<file path="src/hw/rtl/nrmc_pkg.sv">
// Shared constants, types and helper functions for the RMC sentence parser.
// Used by nrmc_scan, nrmc_format and the top level; depends on nothing.
`default_nettype none

package nrmc_pkg;

	localparam int LINE_MAX    = 80;
	localparam int FIELD_MAX   = 20;
	localparam int FRAC_DIGITS = 4;

	localparam int LPOS_W  = $clog2(LINE_MAX);
	localparam int FPOS_W  = $clog2(FIELD_MAX);
	localparam int FNUM_W  = 4;
	localparam int FRAC_W  = $clog2(FRAC_DIGITS + 1);
	localparam int MAG_W   = 30;
	localparam int SCALE_W = $clog2(10 ** FRAC_DIGITS + 1);
	localparam int PROD_W  = MAG_W + SCALE_W;
	localparam int WIN_W   = 24;
	localparam int TDATA_W = 112;

	localparam logic [MAG_W-1:0]  MAG_LIMIT  = MAG_W'(999999999);
	localparam logic [FNUM_W-1:0] FNUM_LAST  = {FNUM_W{1'b1}};
	localparam logic [FPOS_W-1:0] HEADER_LEN = FPOS_W'(6);
	localparam logic [11:0]       YEAR_BASE  = 12'd2000;

	// Field numbers within a sentence.
	localparam logic [FNUM_W-1:0] FLD_HEADER = 4'd0;
	localparam logic [FNUM_W-1:0] FLD_TIME   = 4'd1;
	localparam logic [FNUM_W-1:0] FLD_LAT    = 4'd3;
	localparam logic [FNUM_W-1:0] FLD_NS     = 4'd4;
	localparam logic [FNUM_W-1:0] FLD_LON    = 4'd5;
	localparam logic [FNUM_W-1:0] FLD_EW     = 4'd6;
	localparam logic [FNUM_W-1:0] FLD_DATE   = 4'd9;

	// Characters with a meaning to the parser.
	localparam logic [7:0] CH_NUL   = 8'h00;
	localparam logic [7:0] CH_LF    = 8'h0A;
	localparam logic [7:0] CH_COMMA = 8'h2C;
	localparam logic [7:0] CH_DOT   = 8'h2E;
	localparam logic [7:0] CH_0     = 8'h30;
	localparam logic [7:0] CH_9     = 8'h39;
	localparam logic [7:0] CH_S     = 8'h53;
	localparam logic [7:0] CH_W     = 8'h57;

	// Snapshot of one finished line, handed from the scanner to the formatter.
	typedef struct packed {
		logic [WIN_W-1:0]  time_win;
		logic [WIN_W-1:0]  date_win;
		logic [MAG_W-1:0]  lat_mag;
		logic [FRAC_W-1:0] lat_frac;
		logic              lat_south;
		logic [MAG_W-1:0]  lon_mag;
		logic [FRAC_W-1:0] lon_frac;
		logic              lon_west;
	} snap_t;

	typedef struct packed {
		logic [6:0]         hour;
		logic [6:0]         minute;
		logic [6:0]         second;
		logic signed [30:0] latitude;
		logic signed [30:0] longitude;
		logic [6:0]         day;
		logic [6:0]         month;
		logic [11:0]        year;
	} rmc_t;

	function automatic logic [7:0] header_char(input logic [2:0] idx);
		logic [7:0] ch;
		case (idx)
			3'd0:    ch = 8'h24; // '$'
			3'd1:    ch = 8'h47; // 'G'
			3'd2:    ch = 8'h50; // 'P'
			3'd3:    ch = 8'h52; // 'R'
			3'd4:    ch = 8'h4D; // 'M'
			3'd5:    ch = 8'h43; // 'C'
			default: ch = 8'h00;
		endcase
		return ch;
	endfunction

	// Appends one decimal digit to a magnitude, saturating at the limit.
	function automatic logic [MAG_W-1:0] digit_push(input logic [MAG_W-1:0] mag,
			input logic [3:0] d);
		logic [MAG_W+3:0] v;
		v = ({4'b0, mag} << 3) + ({4'b0, mag} << 1) + (MAG_W+4)'(d);
		return (v > (MAG_W+4)'(MAG_LIMIT)) ? MAG_LIMIT : v[MAG_W-1:0];
	endfunction

	// Power of ten that pads a coordinate to the full number of fraction digits.
	function automatic logic [SCALE_W-1:0] pad_scale(input logic [FRAC_W-1:0] cnt);
		logic [SCALE_W-1:0] r;
		r = SCALE_W'(1);
		for (int i = 0; i < FRAC_DIGITS; i++) begin
			if (FRAC_W'(i) >= cnt) begin
				r = SCALE_W'(r * SCALE_W'(10));
			end
		end
		return r;
	endfunction

	// Two BCD digits to binary.
	function automatic logic [6:0] bcd_pair(input logic [7:0] b);
		return 7'(7'(b[7:4]) * 7'd10 + 7'(b[3:0]));
	endfunction

endpackage

`default_nettype wire

</file>
<file path="src/hw/rtl/nrmc_scan.sv">
// Character scanner: splits lines into fields and collects time, position and date.
// Holds the snapshot register of a finished RMC line; depends on nrmc_pkg.
`default_nettype none

module nrmc_scan (
	input  wire logic          clk,
	input  wire logic          arst_n,
	input  wire logic          byte_accept,
	input  wire logic [7:0]    rx_byte,
	input  wire logic          drain,
	output logic               snap_valid_s1,
	output nrmc_pkg::snap_t    snap_s1
);
	import nrmc_pkg::*;

	typedef struct packed {
		logic [LPOS_W-1:0] lpos;
		logic [FNUM_W-1:0] fnum;
		logic [FPOS_W-1:0] fpos;
		logic              hdr_ok;
		logic              stopped;
		logic              seen_dot;
		logic [WIN_W-1:0]  time_win;
		logic [WIN_W-1:0]  date_win;
		logic [MAG_W-1:0]  lat_mag;
		logic [FRAC_W-1:0] lat_frac;
		logic              lat_south;
		logic [MAG_W-1:0]  lon_mag;
		logic [FRAC_W-1:0] lon_frac;
		logic              lon_west;
	} scan_t;

	localparam scan_t SCAN_RESET = '{
		lpos: '0, fnum: '0, fpos: '0, hdr_ok: 1'b1, stopped: 1'b0, seen_dot: 1'b0,
		time_win: '0, date_win: '0, lat_mag: '0, lat_frac: '0, lat_south: 1'b0,
		lon_mag: '0, lon_frac: '0, lon_west: 1'b0
	};

	scan_t      st_q;
	scan_t      st_d;
	logic       is_digit;
	logic [3:0] digit;
	logic       hdr_final;
	logic       line_end;

	assign is_digit = (rx_byte >= CH_0) && (rx_byte <= CH_9);
	assign digit    = rx_byte[3:0];
	assign line_end = byte_accept && (rx_byte == CH_LF);
	// The header field must also have been exactly six characters long.
	assign hdr_final = st_q.hdr_ok && !((st_q.fnum == FLD_HEADER) && (st_q.fpos != HEADER_LEN));

	always_comb begin
		st_d = st_q;
		if (rx_byte == CH_LF) begin
			st_d = SCAN_RESET;
		end else if (st_q.lpos < LPOS_W'(LINE_MAX - 1)) begin
			if (rx_byte == CH_NUL) begin
				// A NUL drops the rest of the line up to the newline.
				st_d.lpos = LPOS_W'(LINE_MAX - 1);
			end else begin
				st_d.lpos = st_q.lpos + LPOS_W'(1);
				if (rx_byte == CH_COMMA) begin
					if ((st_q.fnum == FLD_HEADER) && (st_q.fpos != HEADER_LEN)) begin
						st_d.hdr_ok = 1'b0;
					end
					if (st_q.fnum != FNUM_LAST) begin
						st_d.fnum = st_q.fnum + FNUM_W'(1);
					end
					st_d.fpos     = '0;
					st_d.stopped  = 1'b0;
					st_d.seen_dot = 1'b0;
				end else if (st_q.fpos < FPOS_W'(FIELD_MAX - 1)) begin
					st_d.fpos = st_q.fpos + FPOS_W'(1);
					case (st_q.fnum)
						FLD_HEADER: begin
							if ((st_q.fpos < HEADER_LEN) &&
									(rx_byte != header_char(st_q.fpos[2:0]))) begin
								st_d.hdr_ok = 1'b0;
							end
						end
						FLD_TIME: begin
							if (!st_q.stopped) begin
								if (is_digit) begin
									st_d.time_win = {st_q.time_win[WIN_W-5:0], digit};
								end else begin
									st_d.stopped = 1'b1;
								end
							end
						end
						FLD_DATE: begin
							if (!st_q.stopped) begin
								if (is_digit) begin
									st_d.date_win = {st_q.date_win[WIN_W-5:0], digit};
								end else begin
									st_d.stopped = 1'b1;
								end
							end
						end
						FLD_LAT: begin
							if (!st_q.stopped) begin
								if (is_digit) begin
									if (!st_q.seen_dot) begin
										st_d.lat_mag = digit_push(st_q.lat_mag, digit);
									end else if (st_q.lat_frac < FRAC_W'(FRAC_DIGITS)) begin
										st_d.lat_frac = st_q.lat_frac + FRAC_W'(1);
										st_d.lat_mag  = digit_push(st_q.lat_mag, digit);
									end
								end else if ((rx_byte == CH_DOT) && !st_q.seen_dot) begin
									st_d.seen_dot = 1'b1;
								end else begin
									st_d.stopped = 1'b1;
								end
							end
						end
						FLD_LON: begin
							if (!st_q.stopped) begin
								if (is_digit) begin
									if (!st_q.seen_dot) begin
										st_d.lon_mag = digit_push(st_q.lon_mag, digit);
									end else if (st_q.lon_frac < FRAC_W'(FRAC_DIGITS)) begin
										st_d.lon_frac = st_q.lon_frac + FRAC_W'(1);
										st_d.lon_mag  = digit_push(st_q.lon_mag, digit);
									end
								end else if ((rx_byte == CH_DOT) && !st_q.seen_dot) begin
									st_d.seen_dot = 1'b1;
								end else begin
									st_d.stopped = 1'b1;
								end
							end
						end
						FLD_NS: begin
							if ((st_q.fpos == '0) && (rx_byte == CH_S)) begin
								st_d.lat_south = 1'b1;
							end
						end
						FLD_EW: begin
							if ((st_q.fpos == '0) && (rx_byte == CH_W)) begin
								st_d.lon_west = 1'b1;
							end
						end
						default: begin
						end
					endcase
				end
			end
		end
	end

	always_ff @(posedge clk or negedge arst_n) begin
		if (!arst_n) begin
			st_q <= SCAN_RESET;
		end else if (byte_accept) begin
			st_q <= st_d;
		end
	end

	always_ff @(posedge clk or negedge arst_n) begin
		if (!arst_n) begin
			snap_valid_s1 <= 1'b0;
		end else if (line_end && hdr_final) begin
			snap_valid_s1 <= 1'b1;
		end else if (drain) begin
			snap_valid_s1 <= 1'b0;
		end
	end

	always_ff @(posedge clk) begin
		if (line_end && hdr_final) begin
			snap_s1.time_win  <= st_q.time_win;
			snap_s1.date_win  <= st_q.date_win;
			snap_s1.lat_mag   <= st_q.lat_mag;
			snap_s1.lat_frac  <= st_q.lat_frac;
			snap_s1.lat_south <= st_q.lat_south;
			snap_s1.lon_mag   <= st_q.lon_mag;
			snap_s1.lon_frac  <= st_q.lon_frac;
			snap_s1.lon_west  <= st_q.lon_west;
		end
	end

endmodule

`default_nettype wire

</file>
<file path="src/hw/rtl/nrmc_format.sv">
// Result formatter: pads and signs the coordinates and converts BCD time and date.
// Purely combinational; depends on nrmc_pkg.
`default_nettype none

module nrmc_format (
	input  wire nrmc_pkg::snap_t snap,
	output nrmc_pkg::rmc_t       fix
);
	import nrmc_pkg::*;

	logic [PROD_W-1:0] lat_prod;
	logic [PROD_W-1:0] lon_prod;
	logic [MAG_W-1:0]  lat_sat;
	logic [MAG_W-1:0]  lon_sat;

	// Missing fraction digits count as zeros: scale by the matching power of ten.
	assign lat_prod = PROD_W'(snap.lat_mag) * PROD_W'(pad_scale(snap.lat_frac));
	assign lon_prod = PROD_W'(snap.lon_mag) * PROD_W'(pad_scale(snap.lon_frac));
	assign lat_sat  = (lat_prod > PROD_W'(MAG_LIMIT)) ? MAG_LIMIT : lat_prod[MAG_W-1:0];
	assign lon_sat  = (lon_prod > PROD_W'(MAG_LIMIT)) ? MAG_LIMIT : lon_prod[MAG_W-1:0];

	assign fix.hour      = bcd_pair(snap.time_win[23:16]);
	assign fix.minute    = bcd_pair(snap.time_win[15:8]);
	assign fix.second    = bcd_pair(snap.time_win[7:0]);
	assign fix.latitude  = snap.lat_south ? (31'sd0 - signed'(31'(lat_sat))) :
		signed'(31'(lat_sat));
	assign fix.longitude = snap.lon_west ? (31'sd0 - signed'(31'(lon_sat))) :
		signed'(31'(lon_sat));
	assign fix.day       = bcd_pair(snap.date_win[23:16]);
	assign fix.month     = bcd_pair(snap.date_win[15:8]);
	assign fix.year      = YEAR_BASE + 12'(bcd_pair(snap.date_win[7:0]));

endmodule

`default_nettype wire

</file>
<file path="src/hw/rtl/nmea_rmc_sentence_parser_top.sv">
// NMEA 0183 RMC sentence parser, top level with the result output buffer.
// Instantiates nrmc_scan and nrmc_format; depends on nrmc_pkg.
//
// Usage: received ASCII characters enter on the s_ stream, one per transaction,
// in s_tdata[7:0]. Each line ends with a newline. When the first field of the
// line is exactly $GPRMC, one fix transaction leaves on the m_ stream; other
// lines give nothing. The fix carries time, signed latitude and longitude in
// (d)ddmm.mmmm form scaled by 10000 (ten-thousandths of a minute), and the date.
// Throughput: one character per clock cycle while s_tready is high. The
// character scanner updates its state in the cycle a character is taken.
// A fix reaches m_tvalid through the snapshot register, then the output register
// (by way of the skid register when the output register is still occupied).
// A two-entry output buffer (output register plus skid register) lets the
// scanner keep taking characters while a fix waits; s_tready drops only when
// both buffer entries and the snapshot register are occupied.
// Reset (arst_n low) clears the line state and empties all buffers.
`default_nettype none

module nmea_rmc_sentence_parser_top (
	input  wire logic          clk,
	input  wire logic          arst_n,
	input  wire logic          s_tvalid,
	output logic               s_tready,
	input  wire logic [7:0]    s_tdata,   // [7:0] rx_byte
	output logic               m_tvalid,
	input  wire logic          m_tready,
	// m_tdata from bit 0: hour[6:0], minute[13:7], second[20:14], latitude[51:21],
	// longitude[82:52], day[89:83], month[96:90], year[108:97], zeros[111:109]
	output logic [nrmc_pkg::TDATA_W-1:0] m_tdata
);
	import nrmc_pkg::*;

	logic  byte_accept;
	logic  drain;
	logic  snap_valid_s1;
	snap_t snap_s1;
	rmc_t  fix;
	rmc_t  out_q;
	rmc_t  skid_q;
	logic  out_valid_q;
	logic  skid_valid_q;
	logic  pop;

	assign s_tready    = !snap_valid_s1 || !skid_valid_q;
	assign byte_accept = s_tvalid && s_tready;
	assign drain       = snap_valid_s1 && !skid_valid_q;
	assign pop         = out_valid_q && m_tready;

	nrmc_scan u_scan (
		.clk           (clk),
		.arst_n        (arst_n),
		.byte_accept   (byte_accept),
		.rx_byte       (s_tdata),
		.drain         (drain),
		.snap_valid_s1 (snap_valid_s1),
		.snap_s1       (snap_s1)
	);

	nrmc_format u_format (
		.snap (snap_s1),
		.fix  (fix)
	);

	always_ff @(posedge clk or negedge arst_n) begin
		if (!arst_n) begin
			out_valid_q  <= 1'b0;
			skid_valid_q <= 1'b0;
		end else if (!out_valid_q || pop) begin
			if (skid_valid_q) begin
				out_valid_q  <= 1'b1;
				skid_valid_q <= drain;
			end else begin
				out_valid_q  <= drain;
			end
		end else if (drain) begin
			skid_valid_q <= 1'b1;
		end
	end

	always_ff @(posedge clk) begin
		if (!out_valid_q || pop) begin
			if (skid_valid_q) begin
				out_q <= skid_q;
				if (drain) begin
					skid_q <= fix;
				end
			end else if (drain) begin
				out_q <= fix;
			end
		end else if (drain) begin
			skid_q <= fix;
		end
	end

	assign m_tvalid = out_valid_q;
	assign m_tdata  = {3'b000, out_q.year, out_q.month, out_q.day, out_q.longitude,
		out_q.latitude, out_q.second, out_q.minute, out_q.hour};

endmodule

`default_nettype wire
</file>
<file path="config.mk">
export PLATFORM = sky130hd
export DESIGN_NAME = nmea_rmc_sentence_parser_top
export DESIGN_NICKNAME = d
export VERILOG_FILES = /design/src/hw/rtl/nrmc_pkg.sv /design/src/hw/rtl/nrmc_scan.sv /design/src/hw/rtl/nrmc_format.sv /design/src/hw/rtl/nmea_rmc_sentence_parser_top.sv
export SDC_FILE = /design/constraint.sdc
export NUM_CORES = 2
export LEC_CHECK = 0
export BUFFER_PORTS_ARGS = -buffer_cell sky130_fd_sc_hd__buf_2
export CORE_AREA = 2 2 292 294
export CTS_CLUSTER_SIZE = 40
export DETAILED_ROUTE_END_ITERATION = 8
export DIE_AREA = 0 0 294 296
export PLACE_DENSITY = 0.85
export SYNTH_ARGS = -nofsm -noshare
export SYNTH_HDL_FRONTEND = slang
export SYNTH_SLANG_ARGS = --single-unit
</file>
<file path="constraint.sdc">
create_clock -name clk -period 16.2 [get_ports clk]
set_clock_uncertainty 0.2 [all_clocks]
set_input_delay 3.24 -clock clk [delete_from_list [all_inputs] [get_ports clk]]
set_output_delay 3.24 -clock clk [all_outputs]
set_load 0.1 [all_outputs]
</file>
### Word level (Yosys, flattened, before mapping)

Index checks and enable logic that the tools add are counted.

| word-level totals | value |
|---|---|
| register bits | 472 |
| input port bits | 12 |
| output and inout bits | 114 |
| word-level logic and storage cells | 259 |

| operators by class | value |
|---|---|
| add/sub/neg operators | 18 |
| multipliers | 14 |
| order comparisons | 19 |
| equality and inequality tests | 28 |
| multiplexer cells | 74 |
| reductions and logical operators | 65 |

Operators with widths:

| cell | number |
|---|---|
| 109-bit two-way mux | 5 |
| 135-bit two-way mux | 2 |
| 33-bit two-way mux | 8 |
| 30-bit two-way mux | 6 |
| 24-bit two-way mux | 6 |
| 128-bit two-way mux | 1 |
| 124-bit two-way mux | 1 |
| 116-bit two-way mux | 1 |
| 44-bit by 30-bit greater-than comparator with 1-bit output, second input constant | 2 |
| 30-bit by 14-bit multiplier with 44-bit output | 2 |
| 14-bit two-way mux | 6 |
| 33-bit by 31-bit adder with 34-bit output | 2 |
| 34-bit by 4-bit adder with 34-bit output | 2 |
| 34-bit by 30-bit greater-than comparator with 1-bit output, second input constant | 2 |
| 31-bit two-way mux | 2 |
| 1-bit by 30-bit subtractor with 31-bit output, first input constant | 2 |
| 14-bit by 3-bit multiplier with 13-bit output, second input constant | 4 |
| 8-bit two-way mux | 7 |
| 7-bit by 4-bit adder with 7-bit output | 6 |
| 7-bit case mux with 6 select lines | 1 |
| 2-bit nonzero test | 19 |
| 4-bit by 3-bit multiplier with 6-bit output, second input constant | 6 |
| 8-bit AND reduction | 3 |
| 7-bit AND reduction | 3 |
| 52 further kinds | 119 |

### Depth between registers and ports, before layout

| logic depth | value |
|---|---|
| word-level depth | 17 |
| gate-level depth with buffers | 63 |

### Hierarchy

Synthesis repeated with hierarchy kept, for this count alone.

| second synthesis, totals | value |
|---|---|
| cells, all modules | 5785 |
| area, all modules | 55182.9 µm² |

By module, submodules not included:

| module | instances | cells each | area an instance (µm²) | sequential area each (µm²) |
|---|---|---|---|---|
| nrmc_format | 1 | 3983 | 32323.5 | 0.0 |
| nrmc_scan | 1 | 1447 | 14595.2 | 6887.9 |
| nmea_rmc_sentence_parser_top | 1 | 355 | 8264.2 | 6596.3 |

### Least setup slack after synthesis

Ideal clock, no wire load.

| path | value |
|---|---|
| kind | register to register |
| start point | register, netlist name u_scan.snap_s1[37] |
| end point | register out_q (netlist bit m_tdata[47]), data pin |
| setup time | 0.268 ns |
| data arrival time | 13.235 ns |
| setup slack | 2.497 ns |
| stages on the path, launching flop included | 58 |
| path buffers | 7 |
| period minus slack after synthesis | 13.703 ns |
| path through | edfxtp_1 > clkbuf_1 > clkbuf_1 > nor2_1 > inv_1 > nor2_1 > inv_1 > ha_1 > clkbuf_1 > and3_1 > ha_1 > ha_1 > a21o_1 > a21o_1 > a21o_1 > a21oi_1 > o21bai_1 > a21oi_1 > (+22 left out) > o211ai_2 > a21oi_2 > or2_1 > buf_2 > clkbuf_1 > nor2_1 > ha_1 > nand3b_1 > nor2b_1 > nor4b_1 > nor4b_1 > nand2_1 > or4_1 > or4_1 > o21ai_0 > or3b_1 > a22oi_1 > o31ai_1 |

| on the way | value |
|---|---|
| longest elaborated chain between the ends | 15 |

Ends and longest elaborated chain:

| element | RTL line | source |
|---|---|---|
| 1-bit by 3-bit >= comparator with 1-bit output | nrmc_pkg.sv:95 | `if (FRAC_W'(i) >= cnt) begin` |
| 4-bit two-way mux | nrmc_pkg.sv:95 |  |
| 4-bit by 3-bit multiplier with 7-bit output | nrmc_pkg.sv:96 | `r = SCALE_W'(r * SCALE_W'(10));` |
| 14-bit two-way mux | nrmc_pkg.sv:95 |  |
| 14-bit by 3-bit multiplier with 13-bit output | nrmc_pkg.sv:96 |  |
| 14-bit two-way mux | nrmc_pkg.sv:95 |  |
| 14-bit by 3-bit multiplier with 13-bit output | nrmc_pkg.sv:96 |  |
| 14-bit two-way mux * | nrmc_pkg.sv:95 |  |
| 30-bit by 14-bit multiplier with 44-bit output * | nrmc_format.sv:17 | `assign lat_prod = PROD_W'(snap.lat_mag) * PROD_W'(pad_scale(snap.lat_frac));` |
| 44-bit by 30-bit greater-than comparator with 1-bit output | nrmc_format.sv:19 | `assign lat_sat = (lat_prod > PROD_W'(MAG_LIMIT)) ? MAG_LIMIT : lat_prod[MAG_W-1:0];` |
| 30-bit two-way mux * | nrmc_format.sv:19 |  |
| 1-bit by 30-bit subtractor with 31-bit output | nrmc_format.sv:25 | `assign fix.latitude = snap.lat_south ? (31'sd0 - signed'(31'(lat_sat))) :` |
| 31-bit two-way mux * | nrmc_format.sv:25 |  |
| 109-bit two-way mux * | nmea_rmc_sentence_parser_top.sv:87 | `end else if (drain) begin` |
| 109-bit two-way mux * | nmea_rmc_sentence_parser_top.sv:82 | `if (skid_valid_q) begin` |
| end signal: assignment | nmea_rmc_sentence_parser_top.sv:83 | `out_q <= skid_q;` |
| end signal: assignment | nmea_rmc_sentence_parser_top.sv:88 | `out_q <= fix;` |
| end: declaration | nmea_rmc_sentence_parser_top.sv:38 | `rmc_t out_q;` |

Every way passes the cells marked *; elsewhere a longest branch is shown, timed or not. The select of a mux whose other input is x is not followed.
A chain may end at the register's enable or synchronous reset.

### Final worst setup path

| path | value |
|---|---|
| start point | register, netlist name u_scan.snap_s1[37] |
| end point | register out_q (netlist bit m_tdata[47]), data pin |

| on the way | value |
|---|---|
| longest elaborated chain between the ends | 15 |

Ends and longest elaborated chain:

| element | RTL line |
|---|---|
| 1-bit by 3-bit >= comparator with 1-bit output | nrmc_pkg.sv:95 |
| 4-bit two-way mux | nrmc_pkg.sv:95 |
| 4-bit by 3-bit multiplier with 7-bit output | nrmc_pkg.sv:96 |
| 14-bit two-way mux | nrmc_pkg.sv:95 |
| 14-bit by 3-bit multiplier with 13-bit output | nrmc_pkg.sv:96 |
| 14-bit two-way mux | nrmc_pkg.sv:95 |
| 14-bit by 3-bit multiplier with 13-bit output | nrmc_pkg.sv:96 |
| 14-bit two-way mux * | nrmc_pkg.sv:95 |
| 30-bit by 14-bit multiplier with 44-bit output * | nrmc_format.sv:17 |
| 44-bit by 30-bit greater-than comparator with 1-bit output | nrmc_format.sv:19 |
| 30-bit two-way mux * | nrmc_format.sv:19 |
| 1-bit by 30-bit subtractor with 31-bit output | nrmc_format.sv:25 |
| 31-bit two-way mux * | nrmc_format.sv:25 |
| 109-bit two-way mux * | nmea_rmc_sentence_parser_top.sv:87 |
| 109-bit two-way mux * | nmea_rmc_sentence_parser_top.sv:82 |

Marks and branches as above.

==> flow_summary_export.csv <==
group,metric,value,unit
sta,rsz0062_at_grt,"false",
power,p_per_area,46.4,nW/um^2
place,place_worst_setup_slack,1.18,ns
sta,fmax,0.0658,GHz
routing,wirelength,133000,um
clocking,cts_tree,"built",
global_routing,grt_pass1_vias,43900,
yosys,synthArstFlopShare,0.295,
yosys,syn_area,54200,sq um
sta,tns,0,ns
critical_path,cp_max_fo,30,
yosys,synthTopCellsByArea,"fa_1 (25%), edfxtp_1 (18%), ha_1 (9.8%), nand2_1 (6.7%), dfrtp_1 (6.3%)",
sta,period_needed,15.20,ns
sta,relSlewSlack,0.0562,
routing,first_pass_iters,6,
job,cap_violations,0,
cells_and_area,area_growth_syn_to_layout,5.43,%
sta,drv_slew,0,
floorplanning,fp.dieW,294,um
critical_path,end_kind,"flop",
critical_path,critPathMaxStageDelay,0.59,ns
global_routing,track_usage,0.314,
routing,detail_route.wl_per_cell,19.4,um
global_routing,grt_pass1_wl,221000,um
sta,layout_setup_ws,0.999,ns
yosys,yosysSeqAreaShare,0.247,
yosys,ys_warn_count,0,
critical_path,criticalPathCategory,"flop to flop",
sta,tightest_slew,1.38,ns
sta,setup_viol,0,
outcome,status,"complete, no violations",
yosys,synth.largest_area_cell,"fa_1",
critical_path,worstPathArrival,15.36,ns
global_routing,grt_max_degree,84,
sta,hold-worst-slack,0.244,ns
yosys,synth_commonest_cells,"nand2_1 (965), inv_1 (741), fa_1 (686), ha_1 (426), edfxtp_1 (330)",
routing,detail-route-antenna-nets,0,
yosys,synth_edf_count,330,
floorplanning,initial_utilization,0.643,
floorplanning,rows,107,
clocking,numCtsBuffers,48,
critical_path,crit_required,16.36,ns
yosys,synth-seq-cells,468,
yosys,synth_top_area_frac,0.253,
sta,min_period_over_period,0.938,
hold_path,hp-class,"flop to flop",
floorplanning,pin_count,126,
place,dp_hpwl,101000,um
place,port_buffers,122,
routing,via_count,42300,
cells_and_area,layout-drive-gt1-share,0.0673,
power,peakVddDrop,0.0789,mV
floorplanning,core,84200,sq um
global_routing,antenna_found_initial,5,
place,gp_congestion,0.944,
yosys,synth_flop_cell,"edfxtp_1",
cells_and_area,nets,6834,
clocking,cts_max_level,2,
sta,hold_viol_final,0,
critical_path,cp_slowest_cell,"nor4b_1",
yosys,synthCells,5786,
routing,viasPerCell,6.19,
floorplanning,dieHeight,296,um
cells_and_area,diodes,0,
clocking,cts_root_buf,"clkbuf_16",
yosys,avgSynthCellArea,9.36,sq um
critical_path,start_kind,"flop",
routing,drc,0,
clocking,clkTransAtPathRegs,0.06,ns
clocking,cts_buffer_depth,3,
floorplanning,die_area,87000,sq um
global_routing,overflow,0,
routing,drtIter0Drc,3717,
yosys,synth_most_common_cell,"nand2_1",
clocking,ctsHoldBuffers,0,
power,p_leak,27.3,nW
clocking,cts.sinks,468,
yosys,synthDistinctLibCells,95,
clocking,clock_latency,0.64,ns
-- power by group --
group / internal [W] / switching (W)
Sequential: 0.00130 / 0.0000332
Clock: 0.000651 / 0.000499
Combinational: 0.0000666 / 0.000103
-- metrics by stage --
step                std cells  instance area, sq um  power (W)   util
floorplan                5788                 54200    0.00147      -
global placement         6750                 55400    0.00151  0.658
detailed placement       6750                 55400    0.00152  0.658
CTS                      6840                 57100    0.00266  0.678
global route             6840                 57100    0.00273  0.678
finish                   6840                 57100    0.00265  0.678
-- kinds of logic after synthesis --
group	count (synthesis)	synth area share
simple gates	2015	0.175
fa+ha+maj	1112	0.352
buf+inv	1045	0.0736
compound gates	889	0.108
flops	468	0.247
xor+xnor	175	0.0283
mux	81	0.0163
other cells	1	0.0000692
-- what timing repair did --
action                                  in CTS  in global routing
hold endpoints to repair                     0                  0
endpoints found under the setup margin       0                  5
buffers inserted                             0                  0
resized for setup                            0                  2
-- per-layer routing --
metal | GRT usage | part of all wire | routed length [um]
met1 | 0.410 | 0.39 | 52300
met2 | 0.533 | 0.49 | 64600
met3 | 0.0503 | 0.082 | 10800
met4 | 0.117 | 0.038 | 5090
met5 | 0 | 0.00026 | 35
-- final timing paths --
| path | startpoint | to | slack (ns) | cells past startpoint |
|---|---|---|---|---|
| max | u_scan.snap_s1[37] | m_tdata[47] | 1.0 | 55 |
| min | u_scan.st_q[115] | u_scan.snap_s1[115] | 0.24 | 0 |
| max reg2reg | u_scan.snap_s1[37] | m_tdata[47] | 1.0 | 55 |
| min reg2reg | u_scan.st_q[115] | u_scan.snap_s1[115] | 0.24 | 0 |
| max in group asynchronous | arst_n | skid_valid_q | 11.88 | 2 |
| min in group asynchronous | arst_n | u_scan.st_q[58] | 2.44 | 1 |
-- state kept, by name, summed over array words and instances, names as in the netlist --
signal                flops
u_scan.snap_valid_s1      1
m_tdata                 107
m_tvalid                  1
u_scan.snap_s1          116
u_scan.st_q             135
skid_q                  107
skid_valid_q              1
-- cell usage in the layout, fill, tap and decap left out, types with 18 or more instances in the layout --
cell type  netlist  routed
edfxtp_1       330     330
nor2_1         255     249
a21o_1          70      70
o22ai_1         25      25
nor4_1          28      28
o21ai_0        180     174
inv_1          741     740
xor2_1          64      64
nand3_1        115     114
a211o_1         26      26
nor2b_1         29      26
nand2_1        965     965
or2_2           24      24
mux2_2          59      59
a211oi_1        27      27
buf_2           24     121
xnor2_1        111     111
and2_1         252     252
or4_1           18      18
a31oi_1         44      44
o211ai_1        23      23
nand2b_1        31      31
and3_1          82      82
mux2i_1         22      22
nand4_1         44      44
fa_1           686     686
dfrtp_1        137     136
nor3_1          83      83
or3_1           26      26
buf_4            7      53
o31ai_1         29      29
a21oi_1        227     224
clkbuf_16        0      51
o21a_1          40      40
ha_1           426     425
-- layout make-up --
| type | instances | area [sq um] |
|---|---|---|
| multi-input combinational | 4275 | 36900 |
| clock inverter | 20 | 251 |
| timing repair buffer | 175 | 1010 |
| inverter | 742 | 2790 |
| tap | 1090 | 1360 |
| fill | 6111 | 27100 |
| clock buffer | 70 | 1420 |
| sequential | 468 | 13400 |
-- critical path, delay by kind of cell (launching register included) --
family | cells | cell delay (ns)
xor+xnor | 2 | 0.23
fa+ha+maj | 11 | 4.91
flops | 1 | 0.36
buf+inv | 7 | 1.07
compound gates | 14 | 2.87
simple gates | 21 | 5.28
Note: power is estimated with default switching activity, not from simulation.
